==> src/rtl/core/multilevel_fifo_wrap_dequeue_macros.svh <==
// ----------------------------------------------------------------------------
// Multilevel FIFO assertion macros
// Shared property wrappers for the multilevel FIFO RTL.
// ----------------------------------------------------------------------------
`ifndef MULTILEVEL_FIFO_WRAP_DEQUEUE_MACROS_SVH
`define MULTILEVEL_FIFO_WRAP_DEQUEUE_MACROS_SVH

// same-cycle implication, disabled in reset
`define MLFQ_ASSERT_SAME(lbl, ck, rn, ante, cons, msg) \
	lbl: assert property (@(posedge ck) disable iff (!(rn)) (ante) |-> (cons)) \
		else $error(msg);

// next-cycle implication, disabled in reset
`define MLFQ_ASSERT_NEXT(lbl, ck, rn, ante, cons, msg) \
	lbl: assert property (@(posedge ck) disable iff (!(rn)) (ante) |=> (cons)) \
		else $error(msg);

`endif

==> src/rtl/core/mlfq_pkg.sv <==
// ----------------------------------------------------------------------------
// mlfq_pkg
// Types, codes and widths shared by the multilevel FIFO modules.
// ----------------------------------------------------------------------------
package mlfq_pkg;

	localparam int DEF_MAX_LEVELS  = 8;
	localparam int DEF_LEVEL_DEPTH = 16;
	localparam int DEF_DATA_WIDTH  = 32;

	localparam int LEVEL_W  = 3;
	localparam int ITEM_W   = 32;
	localparam int CFG_W    = 4;
	localparam int STATUS_W = 2;
	localparam int CNT_N_W  = 6;   // holds a level count up to 63

	localparam int IN_FIELDS_W  = LEVEL_W + ITEM_W;
	localparam int IN_TDATA_W   = ((IN_FIELDS_W + 7) / 8) * 8;
	localparam int OUT_FIELDS_W = LEVEL_W + ITEM_W;
	localparam int OUT_TDATA_W  = ((OUT_FIELDS_W + 7) / 8) * 8;

	localparam logic [CFG_W-1:0] CFG_RESET = 4'd8;

	localparam logic REQ_ENQ = 1'b0;
	localparam logic REQ_DEQ = 1'b1;

	typedef enum logic [STATUS_W-1:0] {
		STAT_OK        = 2'd0,
		STAT_BAD_LEVEL = 2'd1,
		STAT_FULL      = 2'd2,
		STAT_EMPTY     = 2'd3
	} status_t;

	// controller -> datapath
	typedef struct packed {
		logic capture;     // latch the incoming request
		logic commit_enq;  // write entry, advance tail, bump count
		logic commit_deq;  // read entry, advance head, drop count
		logic load_res;    // load result with a status-only answer
		logic load_rd;     // load result with the read word
	} cmd_t;

	// datapath -> controller
	typedef struct packed {
		logic is_deq;
		logic bad;
		logic full;
		logic hit;
	} sts_t;

endpackage

==> src/rtl/core/mlfq_ctrl.sv <==
// ----------------------------------------------------------------------------
// mlfq_ctrl
// Request sequencer: accept, execute, memory read, and result handshake.
// ----------------------------------------------------------------------------
`include "multilevel_fifo_wrap_dequeue_macros.svh"

module mlfq_ctrl (
	input  logic           clk,
	input  logic           arst_n,
	input  logic           in_valid,
	output logic           in_ready,
	output logic           out_valid,
	input  logic           out_ready,
	input  mlfq_pkg::sts_t sts,
	output mlfq_pkg::cmd_t cmd
);
	import mlfq_pkg::*;

	typedef enum logic [2:0] {
		ST_IDLE = 3'b001,
		ST_EXEC = 3'b010,
		ST_READ = 3'b100
	} state_t;

	state_t state_q;
	state_t state_nxt;
	logic   out_valid_q;
	logic   slot_free;
	logic   accept;
	logic   load;

	// result slot is free if empty or draining this cycle
	assign slot_free = !out_valid_q || out_ready;
	assign in_ready  = (state_q == ST_IDLE);
	assign accept    = in_valid && in_ready;

	always_comb begin
		state_nxt = state_q;
		cmd       = '0;
		case (state_q)
			ST_IDLE: begin
				if (accept) begin
					cmd.capture = 1'b1;
					state_nxt   = ST_EXEC;
				end
			end
			ST_EXEC: begin
				if (slot_free) begin
					if (sts.bad || !sts.is_deq) begin
						cmd.commit_enq = !sts.bad && !sts.full;
						cmd.load_res   = 1'b1;
						state_nxt      = ST_IDLE;
					end else if (sts.hit) begin
						cmd.commit_deq = 1'b1;
						state_nxt      = ST_READ;
					end else begin
						cmd.load_res = 1'b1;
						state_nxt    = ST_IDLE;
					end
				end
			end
			ST_READ: begin
				cmd.load_rd = 1'b1;
				state_nxt   = ST_IDLE;
			end
			default: begin
				state_nxt = ST_IDLE;
			end
		endcase
	end

	assign load = cmd.load_res || cmd.load_rd;

	always_ff @(posedge clk or negedge arst_n) begin
		if (!arst_n) begin
			state_q     <= ST_IDLE;
			out_valid_q <= 1'b0;
		end else begin
			state_q <= state_nxt;
			if (load) begin
				out_valid_q <= 1'b1;
			end else if (out_ready) begin
				out_valid_q <= 1'b0;
			end
		end
	end

	assign out_valid = out_valid_q;

	`MLFQ_ASSERT_NEXT(a_accept_exec, clk, arst_n, accept, state_q == ST_EXEC, "accept did not enter execute")
	`MLFQ_ASSERT_SAME(a_read_slot_free, clk, arst_n, state_q == ST_READ, !out_valid_q, "read stage found result slot busy")
	`MLFQ_ASSERT_SAME(a_no_overwrite, clk, arst_n, out_valid_q && !out_ready, !load, "pending result overwritten")
	`MLFQ_ASSERT_NEXT(a_deq_then_read, clk, arst_n, cmd.commit_deq, state_q == ST_READ && !out_valid_q, "dequeue not followed by read")

endmodule

==> config.mk <==
export PLATFORM = sky130hd
export DESIGN_NAME = mlfq_ctrl
export DESIGN_NICKNAME = d
export VERILOG_FILES = /design/src/rtl/core/mlfq_pkg.sv /design/src/rtl/core/mlfq_ctrl.sv
export VERILOG_INCLUDE_DIRS = /design/src /design/src/rtl/core
export SDC_FILE = /design/constraint.sdc
export NUM_CORES = 1
export LEC_CHECK = 0
export BUFFER_PORTS_ARGS = -buffer_cell sky130_fd_sc_hd__buf_2
export CORE_AREA = 5 5 42 44
export CTS_BUF_LIST = sky130_fd_sc_hd__clkbuf_4
export DETAILED_ROUTE_END_ITERATION = 10
export DIE_AREA = 0 0 47 49
export PLACE_DENSITY = 0.53
export SLEW_MARGIN = 20
export SYNTH_ARGS = -nofsm -noshare
export SYNTH_HDL_FRONTEND = slang
export SYNTH_SLANG_ARGS = --single-unit
==> constraint.sdc <==
create_clock -name clk -period 1.61 [get_ports clk]
set_clock_uncertainty 0.15 [all_clocks]
set_input_delay 0.161 -clock clk [delete_from_list [all_inputs] [get_ports clk]]
set_output_delay 0.161 -clock clk [all_outputs]
set_load 0.01 [all_outputs]
# --- Word-level counts from Yosys, hierarchy flattened ---
# Cells that the tools add are included.
op_classes:
  n_eq_ne: 5
  mux: 17
  n_reduce_logical: 11
ops:
  columns: ["op", "n"]
  rows:
  - ["two-way mux 3 bit", 6]
  - ["two-way mux 1 bit", 10]
  - ["one-hot mux 3 bit (2 select lines)", 1]
  - ["logical NOT 1 bit", 4]
  - ["equality test 3 x 1 -> 1 bit, second input constant", 1]
  - ["equality test 3 x 2 -> 1 bit, second input constant", 1]
  - ["equality test 3 bit, second input constant", 1]
  - ["logical OR 1 bit", 3]
  - ["logical AND 1 bit", 2]
  - ["!= test 2 x 1 -> 1 bit, second input constant", 1]
  - ["!= test 2 bit, second input constant", 1]
  - ["AND reduction 2 bit", 1]
  - ["nonzero test 2 bit", 1]
totals:
  regBits: 4
  in_bits: 8
  wordCells: 35

# --- Logic depth before layout (Yosys ltp) ---
logic_depth:
  ltp_word: 7
  ltp_mapped: 3

# --- Least setup slack after synthesis ---
# No wires, ideal clock.
synth_path:
  path_kind: "register to output"
  start: "register state_q[0]"
  end: "output port cmd[4] (netlist bit)"
  arrival_ps: 1158
  t_required_ps: 1299
  path_slack_ps: 141
  stages_incl_launch_ff: 3
  cell_sequence: "dfstp_2 -> nor3b_1 -> and2_1"
synth_rtl:
  columns: ["item", "line_no", "text"]
  rows:
  - ["start, declared", "mlfq_ctrl.sv:25", "state_t state_q;"]
  - ["start signal, assigned", "mlfq_ctrl.sv:79", "state_q <= state_nxt;"]
  - ["end, declared", "mlfq_ctrl.sv:15", "output mlfq_pkg::cmd_t cmd"]

==> results.md <==
CTS:
- Post-CTS timing repair inserted 0 buffers for setup.
- The clock passes through at most 2 buffers.
- The TritonCTS clock tree is yes.
- The CTS buffer count is 3.
- The register clock-pin slew on the reported worst setup and hold paths is ~0.050 ns.
- At the later pin of the worst-skew pair, clock insertion delay measures 0.24 ns.
- The total clock sinks is 4.
- The deepest level of the CTS H-tree is 1.
- The root cell of the clock tree is sky130_fd_sc_hd__clkbuf_4.

Final layout:
- In the layout the commonest cells are sky130_fd_sc_hd__buf_2, sky130_fd_sc_hd__clkbuf_4, sky130_fd_sc_hd__nor2_1, sky130_fd_sc_hd__dfrtp_1.
- The layout filler cell count is 156.
- From synthesis to final layout, the design area changed by 61.5%.
- Of the cells placed in the final design, the portion with a size suffix greater than 1 is 0.565.
- The cell area after layout is between 400 and 500 sq um.
- The number of diodes is 0.
- The total number of nets in the final design is 55.
- Leaving out fill and tap cells, the most frequent cell in the layout is sky130_fd_sc_hd__buf_2.

Timing:
- In this run the tightest slew margin relative to its limit is 0.888.
- The final number of hold-violating endpoints is 0.
- Setup violations remaining at the end of the flow were counted as 3.
- The max-slew violation count is 0.
- Derived from the worst setup path, the maximum achievable clock frequency is approximately 570 MHz.
- Setup repair after global routing could not meet its margin everywhere.
- The least setup slack across all paths after layout is -0.135 ns.
- At the pin with the least slew margin, the transition time is 0.167 ns.
- In the finished design, the share of the clock period the worst path needs comes to 1.08.
- The final period demand of the worst path is approximately 1.7 ns.
- The worst hold slack is ~0.065 ns.

Global route:
- The first-pass GRT wire length is 1010 um.
- In the global route stage, overall resource usage came out at 0.0629.
- Entering global routing, the biggest net connects 6 pins.
- The via count of the first global-routing pass is roughly 280.
- The total overflow left after global routing is 0.
- The number of antenna violations at the first check in global routing came to 0.

Setup path:
- The critical path ends at cmd[3].
- The critical path starts at state_q[1]$_DFFE_PN0P_.
- The largest driver fanout on the critical path is 4.
- The endpoint identified for the worst register-to-register timing path is state_q[2]$_DFFE_PN0P_.
- The data required time of the critical path is about 1.3 ns.
- The classification of the worst setup path is reg2out.
- The worst setup path is captured at an output port.
- The reg-to-reg critical path startpoint is state_q[1]$_DFFE_PN0P_.
- Across all register-to-register paths, the minimum setup slack is 0.38 ns.
- The type of element launching the critical path is a register.
- At the worst endpoint, the arrival time is approximately 1.4 ns.
- The depth of the worst register-to-register path is 3.

Power:
- The design draws 372 uW.
- The worst-case vdd ir drop is 0.538 mV.
- In this run the static leakage power is about 0.21 nW.
- Dividing total power by cell area gives a power density of about 900 nW/um^2.

Placed design:
- In this run the cell area measured after placement is 362 sq um.
- The routability-driven placement congestion ratio is 0.688.
- After legalization and detailed placement, the total HPWL measured around 510 um.
- Buffers placed on the I/O ports in this run total 14.

Job:
- The number of maximum-capacitance violations is 0.

Synth:
- The cell type with the largest total area after synthesis is sky130_fd_sc_hd__dfrtp_1.
- The synthesized design contains 4 register bits.
- After synthesis, the share of flip-flops with an asynchronous set or reset is 1.00.
- The share of Yosys cell area claimed by the top area cell type is 0.293.
- The flip-flop cell with the highest count after synthesis is sky130_fd_sc_hd__dfrtp_1.
- The count of unique library cells instantiated by Yosys is 17.
- Ranked by total cell area, the synthesized netlist is headed by sky130_fd_sc_hd__dfrtp_1, sky130_fd_sc_hd__dfstp_2, sky130_fd_sc_hd__nor4_4.
- In the synthesized netlist, the number of instances is 25.
- The number of nets produced by synthesis is 33.
- The share of synthesized area occupied by flip-flops and latches is 0.395.
- Counting flops with a built-in enable in the synthesized netlist gives 0.
- After synthesis, the mean cell area works out to a little over 10 sq um.
- The number of warnings issued by yosys is 0.
- The synthesized netlist occupies a cell area of around 260 sq um.

Route:
- After the first detailed-routing iteration, the DRC count stood at 3.
- The detailed-route wire length per cell is slightly above 10 um.
- Dividing the detail-routed via count by the number of cells gives approximately 4.3.
- After detailed routing, the number of remaining DRC violations is 0.
- Before antenna repair, the detailed router went through 2 iterations.
- Detailed routing inserted a total of between 200 and 300 vias.
- The routed design has ~640 um of wire.
- The count of nets left with antenna violations after detail routing is 0.

Floorplanning:
- The area of the die is about 2300 sq um.
- The core footprint is 1400 sq um.
- The vertical die dimension is roughly 50 um.
- The placement row count is 14.
- The effective utilization at floorplan is 0.183.
- The number of top-level design ports is 15.
- From left edge to right edge, the die measures 47 um.

Min path:
- The path class of the lowest-slack min-delay path is in2reg.

Run status:
- The final reports fail on negative setup slack.
- The flow ran to the end, but the final reports show violations.
[critical path: stages (launching register included)]
cell and delay, ns:
sky130_fd_sc_hd__dfrtp_1 0.34, sky130_fd_sc_hd__nor2b_4 0.15, sky130_fd_sc_hd__or3b_4 0.42, sky130_fd_sc_hd__nor4_4 0.12
sky130_fd_sc_hd__buf_2 0.16
[power breakdown]
group	switching (mW)	total, mW	leakage [nW]	internal, mW
sequential	0.00941	0.124	0.0508	0.115
combinational	0.0417	0.0931	0.139	0.0515
clock	0.0452	0.155	0.0184	0.110
total	0.0962	0.372	0.208	0.276
[final cells by class]
cell class / instances / area (sq um) / share of cell area
clock buffer: 4 / 30.0 / 0.0725
multi-input combinational: 21 / 168 / 0.405
tap: 16 / 20.0 / 0.0483
sequential: 4 / 101 / 0.245
timing repair buffer: 17 / 95.1 / 0.230
[state kept, by name (all words and copies together), names as in the netlist]
register,count
state_q,3
out_valid,1
[how the worst min path moves through the flow]
stage,start,to,cells past startpoint
2_1_floorplan,arst_n,out_valid$_DFFE_PN0P_,0
3_3_place_gp,arst_n,state_q[1]$_DFFE_PN0P_,1
3_5_place_dp,arst_n,state_q[1]$_DFFE_PN0P_,1
4_1_cts,out_ready,state_q[1]$_DFFE_PN0P_,4
5_1_grt,out_ready,state_q[1]$_DFFE_PN0P_,4
6_report,out_ready,state_q[1]$_DFFE_PN0P_,4
[per-stage QoR]
stage	instances	setup TNS, ns	util	worst slack (ns)
2_1_floorplan	25	0	-	0.141
3_3_place_gp	57	0	0.258	0.0853
3_5_place_dp	57	0	0.258	0.0927
4_1_cts	62	-0.414	0.296	-0.171
5_1_grt	62	-0.581	0.296	-0.224
6_report	62	-0.319	0.296	-0.135
[repair_timing]
action	4_1_cts	5_1_grt
endpoints found under the setup margin	4	4
gates resized for setup	3	0
endpoints found under the hold margin	4	0
pin swaps	2	1
hold buffers	1	0
[per-layer routing]
layer	GRT usage	share of wire	vias up
li1	-	-	131
met1	0.0621	0.40	123
met2	0.0973	0.48	12
met3	0.0443	0.12	0
met4	0.0276	0	0
met5	0	0	-
[logic make-up (layout without fill, tap and decap cells)]
family,Yosys count,in the layout,share of synthesized area
AO/OA/AOI/OAI,5,5,0.117
buffers and inverters,0,21,0
flip-flops,4,4,0.395
AND/OR/NAND/NOR,16,16,0.488
[cells in the mapped netlist, types with 2 or more instances]
library cell / count
sky130_fd_sc_hd__a21oi_1: 2
sky130_fd_sc_hd__dfrtp_1: 3
sky130_fd_sc_hd__nor2b_1: 3
sky130_fd_sc_hd__nor2_1: 3
sky130_fd_sc_hd__nand3b_1: 2
(Power assumes the default switching activity.)
